<file path="src/sbfc_pkg.sv">
// Shared constants and types for the sync-byte frame checksum receiver.
package sbfc_pkg;

  localparam int unsigned FrameLen = 7;
  localparam int unsigned StoreDepth = FrameLen - 1;
  localparam int unsigned IdxW = 3;

  localparam logic [7:0] SYNC_ADDR  = 8'hFA;
  localparam logic [7:0] SYNC_ALT   = 8'hF5;
  localparam logic [7:0] SYNC_BLOCK = 8'hFC;

  typedef enum logic {
    REG_TYPE_CODE   = 1'b0,
    REG_UNIT_NUMBER = 1'b1
  } reg_idx_t;

  typedef struct packed {
    logic [FrameLen-1:0][7:0] frame;
    logic                     checksum_good;
    logic                     for_this_unit;
  } sbfc_result_t;

  function automatic logic is_sync(input logic [7:0] b);
    is_sync = (b == SYNC_ADDR) || (b == SYNC_ALT) || (b == SYNC_BLOCK);
  endfunction

endpackage

</file>
<file path="src/sbfc_framer.sv">
// Sync hunt, frame capture, running sum and result flags for one byte per cycle while step is high.
module sbfc_framer (
  input  logic                clk,
  input  logic                rst,
  input  logic                step,
  input  logic [7:0]          rx_byte,
  input  logic [7:0]          type_code,
  input  logic [7:0]          unit_number,
  output logic                res_valid,
  output sbfc_pkg::sbfc_result_t res
);
  import sbfc_pkg::*;

  logic                         in_frame, in_frame_next;
  logic [IdxW-1:0]              byte_index, byte_index_next;
  logic [7:0]                   running_sum, running_sum_next;
  logic [StoreDepth-1:0][7:0]   frame_store;

  logic                         active;
  logic [IdxW-1:0]              idx_eff;
  logic [7:0]                   sum_eff;
  logic                         last_byte;
  logic [7:0]                   sum_total;

  always_comb begin
    active    = step && (in_frame || is_sync(rx_byte));
    idx_eff   = in_frame ? byte_index : '0;
    sum_eff   = in_frame ? running_sum : '0;
    last_byte = idx_eff >= IdxW'(StoreDepth);
    sum_total = sum_eff + rx_byte;

    in_frame_next    = in_frame;
    byte_index_next  = byte_index;
    running_sum_next = running_sum;
    res_valid        = 1'b0;

    if (active) begin
      if (last_byte) begin
        in_frame_next    = 1'b0;
        byte_index_next  = '0;
        running_sum_next = '0;
        res_valid        = 1'b1;
      end else begin
        in_frame_next    = 1'b1;
        byte_index_next  = idx_eff + 1'b1;
        running_sum_next = sum_total;
      end
    end

    for (int k = 0; k < StoreDepth; k++) begin
      res.frame[k] = frame_store[k];
    end
    res.frame[FrameLen-1] = rx_byte;
    res.checksum_good     = (sum_total == 8'h00);
    res.for_this_unit     = (frame_store[0] == SYNC_ADDR) &&
                            (frame_store[1] == type_code) &&
                            (frame_store[2] == unit_number);
  end

  always_ff @(posedge clk) begin
    if (rst) begin
      in_frame    <= 1'b0;
      byte_index  <= '0;
      running_sum <= '0;
    end else begin
      in_frame    <= in_frame_next;
      byte_index  <= byte_index_next;
      running_sum <= running_sum_next;
    end
  end

  always_ff @(posedge clk) begin
    if (active && !last_byte) begin
      for (int k = 0; k < StoreDepth; k++) begin
        if (idx_eff == IdxW'(k)) begin
          frame_store[k] <= rx_byte;
        end
      end
    end
  end

  a_idx_range: assert property (@(posedge clk) disable iff (rst)
    byte_index <= IdxW'(StoreDepth))
    else $error("byte index past end of frame");

  a_idle_clear: assert property (@(posedge clk) disable iff (rst)
    !in_frame |-> (byte_index == '0) && (running_sum == 8'h00))
    else $error("hunt state with stale index or sum");

  a_rearm: assert property (@(posedge clk) disable iff (rst)
    res_valid |=> !in_frame)
    else $error("frame not closed after result");

  a_result_pos: assert property (@(posedge clk) disable iff (rst)
    res_valid |-> in_frame && (byte_index == IdxW'(StoreDepth)))
    else $error("result outside last frame position");

endmodule

</file>
<file path="src/sync_byte_frame_checksum_receiver.sv">
// Top level: byte stream in, frame results out, register port for the address match.
// A byte is registered at its transfer and processed when the output advances; a
// frame's result is then registered to the output as its seventh byte is processed.
// Throughput: one byte per cycle unless stalled; sum and compare are combinational.
// A stalled output holds the input register, which then stalls the input side.
// Reset clears the hunt state, index, sum, valid flags and both match registers;
// the frame store is not reset.
module sync_byte_frame_checksum_receiver (
  input  logic        clk,
  input  logic        rst,
  input  logic        s_tvalid,
  output logic        s_tready,
  input  logic [7:0]  s_tdata,   // [7:0] rx_byte
  output logic        m_tvalid,
  input  logic        m_tready,
  output logic [55:0] m_tdata,   // [7:0] frame_b0 .. [55:48] frame_b6
  output logic [1:0]  m_tuser,   // [0] checksum_good, [1] for_this_unit
  input  logic        psel,
  input  logic        penable,
  input  logic        pwrite,
  input  logic [2:0]  paddr,
  input  logic [31:0] pwdata,
  output logic [31:0] prdata,
  output logic        pready
);
  import sbfc_pkg::*;

  logic         in_valid;
  logic [7:0]   in_byte;
  logic         advance;
  logic [7:0]   type_code;
  logic [7:0]   unit_number;
  logic         res_valid;
  sbfc_result_t res;
  sbfc_result_t out_res;
  reg_idx_t     reg_sel;

  assign advance  = !m_tvalid || m_tready;
  assign s_tready = !in_valid || advance;
  assign pready   = 1'b1;
  assign reg_sel  = reg_idx_t'(paddr[2]);

  always_ff @(posedge clk) begin
    if (rst) begin
      in_valid <= 1'b0;
    end else if (s_tready) begin
      in_valid <= s_tvalid;
    end
  end

  always_ff @(posedge clk) begin
    if (s_tready && s_tvalid) begin
      in_byte <= s_tdata;
    end
  end

  sbfc_framer u_framer (
    .clk         (clk),
    .rst         (rst),
    .step        (in_valid && advance),
    .rx_byte     (in_byte),
    .type_code   (type_code),
    .unit_number (unit_number),
    .res_valid   (res_valid),
    .res         (res)
  );

  always_ff @(posedge clk) begin
    if (rst) begin
      m_tvalid <= 1'b0;
    end else if (advance) begin
      m_tvalid <= res_valid;
    end
  end

  always_ff @(posedge clk) begin
    if (advance && res_valid) begin
      out_res <= res;
    end
  end

  assign m_tdata = out_res.frame;
  assign m_tuser = {out_res.for_this_unit, out_res.checksum_good};

  always_ff @(posedge clk) begin
    if (rst) begin
      type_code   <= '0;
      unit_number <= '0;
    end else if (psel && penable && pwrite && pready) begin
      unique case (reg_sel)
        REG_TYPE_CODE:   type_code   <= pwdata[7:0];
        REG_UNIT_NUMBER: unit_number <= pwdata[7:0];
        default: ;
      endcase
    end
  end

  always_comb begin
    unique case (reg_sel)
      REG_TYPE_CODE:   prdata = {24'd0, type_code};
      REG_UNIT_NUMBER: prdata = {24'd0, unit_number};
      default:         prdata = '0;
    endcase
  end

endmodule
</file>
<file path="config.mk">
export PLATFORM = sky130hd
export DESIGN_NAME = sync_byte_frame_checksum_receiver
export DESIGN_NICKNAME = d
export VERILOG_FILES = /design/src/sbfc_pkg.sv /design/src/sbfc_framer.sv /design/src/sync_byte_frame_checksum_receiver.sv
export SDC_FILE = /design/constraint.sdc
export NUM_CORES = 1
export LEC_CHECK = 0
export BUFFER_PORTS_ARGS = -buffer_cell sky130_fd_sc_hd__clkbuf_2
export CAP_MARGIN = 30
export CORE_MARGIN = 5
export CORE_UTILIZATION = 55
export DETAILED_ROUTE_END_ITERATION = 10
export PLACE_DENSITY = 0.83
export SLEW_MARGIN = 25
export SYNTH_ARGS = -nofsm -noshare
export SYNTH_HDL_FRONTEND = slang
export SYNTH_SLANG_ARGS = --single-unit
export TNS_END_PERCENT = 30
</file>
<file path="constraint.sdc">
create_clock -name clk -period 7.3 [get_ports clk]
set_input_delay 0.73 -clock clk [delete_from_list [all_inputs] [get_ports clk]]
set_output_delay 0.73 -clock clk [all_outputs]
set_load 0.05 [all_outputs]
</file>
==> summary.txt <==
Run status
  • Status: completed

Layout
  • Fillers: 633
  • Multi-input gate area: 1340 um^2
  • N_diodes: 0
  • Layout cells sized above 1: 29.1%
  • P&R area growth vs syn: 19.5%
  • Reg area: 4020 um^2
  • Nets@finish: 528

Pwr
  • Lkg Pwr: 2.59 nW
  • Cell area power density: 274 nW/um^2
  • Power Total: 1.81 mW
  • VDD IR-drop max: 0.000153 V

Setup path
  • Crit-path cells: and2_1, ha_1, fa_1, or3_1, or3_1, nor4_2
  • Slowest cell delay on critical path: 0.70 ns
  • Reg-to-reg startpoint: u_framer.in_frame
  • Critical Path RT: 7.65 ns
  • Worst path depth: 6
  • CP Launch Type: flip-flop
  • Maximum net fanout on the critical path: 19
  • WP data arrival: 3.11 ns
  • Worst R2R End: m_tuser[0]
  • Setup Crit Path Kind: flip-flop to flip-flop
  • Buf+Inv Stages, Crit Path: 0
  • Reg2reg path depth: 6
  • R2R Setup Slk: 4.55 ns
  • Crit path max-delay cell type: dfxtp_1
  • Most used cell, CP: or3_1
  • CP Launch Point: u_framer.in_frame
  • Family with the most delay on the worst path: simple AND/OR/NAND/NOR gates
  • Crit. End Element: flip-flop

STA
  • Fmax achieved: 0.363 GHz
  • Clock Skews: 0.0102 ns
  • Rel. slew slack: 52.3%
  • Fin crit period: 2.75 ns
  • Hold Fails Final Rpt: 0
  • RSZ-0062 raised after global routing: no
  • Setup Total Neg Slack: 0 ns
  • Final WS setup: 4.55 ns
  • Final Setup Violations: 0
  • Slew Limit Fails: 0
  • Final worst path period share: 37.7%
  • Worst slew pin tran: 0.715 ns

GRT
  • GRT Max-Usage Layer: met2
  • Initial antenna violation count: 0
  • Met2 Resource Use GR: 29.9%
  • Global-route wire length before repair: 16.6 mm
  • Met1 usage: 24.1%
  • Number of global-route vias before repair: 3264
  • Met3 GRT Util: 6.70%
  • GR Overflow Total: 0
  • Total Routing Usage GR: 18.8%
  • Largest net degree at the start of global routing: 59

Floorplanning
  • Core Region: 9770 um^2
  • Die Width: 110 um
  • Die Y: 110 um
  • # rows: 36
  • Initial core utilization: 56.4%
  • Total die area: 12100 um^2
  • IO Pins: 143

Clock network
  • Deepest clock path buffer count: 2
  • Worst-path clk slew: 0.07 ns
  • CTS Buf Count: 17
  • CTS sink count: 144
  • # resized after CTS: 0
  • CTS Hold Bufs: 0
  • Total setup buffers inserted after CTS: 0
  • H-tree depth: 4
  • Worst-Skew Late Latency: 0.52 ns
  • CTS root buffer: clkbuf_8
  • CTS tree: done

Routing
  • Remaining DRCs: 0
  • DR WL/cell: 17.4 um
  • First DRT Iteration DRCs: 223
  • Final ANT Viol Nets: 0
  • First-pass DRT Iterations: 5
  • Routed vias: 3257
  • DRT Wirelength: 10.6 mm
  • Avg Vias per Cell: 5.33

Min path
  • Hold EP: in_byte[2]
  • Hold Crit Start: s_tdata[2]
  • Hold depth: 1
  • Worst hold path class: input port to flip-flop

Placement
  • Detailed Place HPWL: 7.02 mm
  • Routability Congestion: 0.852
  • Port Buffers: 91
  • Placement Setup Slack: 4.63 ns

Synthesis
  • Synth unique cells: 40
  • Fraction of registers with async set/reset: 0%
  • Mean Syn Cell Area: 15.2 um^2
  • Syn. warnings: 0
  • Post-Syn Area: 5510 um^2
  • Cells after synthesis: 363
  • Synth Flop Type: edfxtp_1
  • Yosys reg bits: 144
  • Post-synth EDFFs: 114
  • Register area share after synthesis: 73.0%

Run
  • Max_cap viols: 0
-- worst register-to-register path, delay by kind of cell, from the launching register on --
| family | cells | cell delay, ns |
|---|---|---|
| adder cells (fa/ha/maj) | 2 | 0.65 |
| AND/OR/NAND/NOR | 4 | 1.24 |
| flip-flops | 1 | 0.70 |
-- cells in the final DEF, fill, tap and decap left out, types with 2 or more instances in the layout --
cell type	count
a21o_1	5
a21oi_1	21
a21oi_2	2
a221oi_1	2
a22o_1	9
and2_1	9
and3_1	6
and4_1	2
clkbuf_16	16
clkbuf_2	91
clkinvlp_4	2
conb_1	25
dfxtp_1	30
edfxtp_1	114
ha_1	12
inv_1	5
inv_6	6
inv_8	5
mux2_2	8
nand2_1	39
nand2b_1	3
nand3_1	6
nand3b_1	2
nand4_1	5
nor2_1	9
nor4_1	4
or3_1	2
xnor2_1	8
xor2_1	14
-- area by class of cell --
| class | count | share of cell area, % |
|---|---|---|
| sequential | 144 | 61.1 |
| inverter | 6 | 0.380 |
| tap | 133 | 2.53 |
| multi-input combinational | 205 | 20.4 |
| timing repair buffer | 91 | 6.91 |
| clock inverter | 15 | 2.47 |
| clock buffer | 17 | 6.29 |
-- logic make-up after synthesis --
logic type / after synthesis / share of synthesized area (%)
AOI/OAI and AO/OA: 47 / 5.97
xor gates and xnor gates: 22 / 3.50
adders and majority gates: 13 / 3.09
buffers and inverters: 37 / 4.24
DFF: 144 / 73.0
muxes: 8 / 1.63
other: 2 / 0.136
and+or+nand+nor: 90 / 8.44
-- worst max-delay path by stage --
stage	end	slack [ns]
5_1_grt	m_tuser[0]	4.42
6_report	m_tuser[0]	4.55
3_5_place_dp	m_tuser[0]	4.63
3_3_place_gp	m_tuser[0]	4.68
2_1_floorplan	m_tdata[0]	4.75
4_1_cts	m_tuser[0]	4.56
-- through the flow --
stage / hold slack, ns / cell area, um^2 / cells / util [%]
3_5_place_dp: 0.405 / 6010 / 579 / 61.5
4_1_cts: 0.364 / 6590 / 611 / 67.4
5_1_grt: 0.357 / 6590 / 611 / 67.4
2_1_floorplan: 0.400 / 5600 / 386 / -
3_3_place_gp: 0.401 / 6010 / 579 / 61.5
6_report: 0.381 / 6590 / 611 / 67.4
-- routing by layer --
layer  share of wire (%)  vias up
li1                    -     1502
met1                  40     1574
met2                  50      167
met3                 8.6       14
met4                 1.3        0
met5                   0        -
-- where the power goes --
part	internal, mW	switching, mW
Clock	0.470	0.365
Sequential	0.888	0.0159
Combinational	0.0164	0.0529
Total	1.37	0.434
-- synth_stat cells, drive strengths merged, types with 3 or more instances --
| master | instances | area [um^2] |
|---|---|---|
| a21o | 5 | 37.5 |
| a21oi | 23 | 123 |
| a22o | 10 | 88.8 |
| and2 | 9 | 56.3 |
| and3 | 6 | 37.5 |
| buf | 27 | 196 |
| clkbuf | 4 | 15.0 |
| dfxtp | 30 | 601 |
| edfxtp | 114 | 3420 |
| ha | 12 | 150 |
| inv | 6 | 22.5 |
| mux2 | 8 | 90.1 |
| nand2 | 39 | 146 |
| nand2b | 3 | 18.8 |
| nand3 | 6 | 30.0 |
| nand4 | 5 | 31.3 |
| nor2 | 9 | 33.8 |
| nor4 | 6 | 58.8 |
| xnor2 | 8 | 70.1 |
| xor2 | 14 | 123 |
-- flip-flops by register name, summed over array words and instances (netlist names), 2 cells and up --
register and flops:
type_code 8, in_byte 8, m_tdata 56, u_framer.running_sum 8, m_tuser 2, unit_number 8
u_framer.byte_index 3, u_framer.res 48
Note: power is estimated with default switching activity, not from simulation.
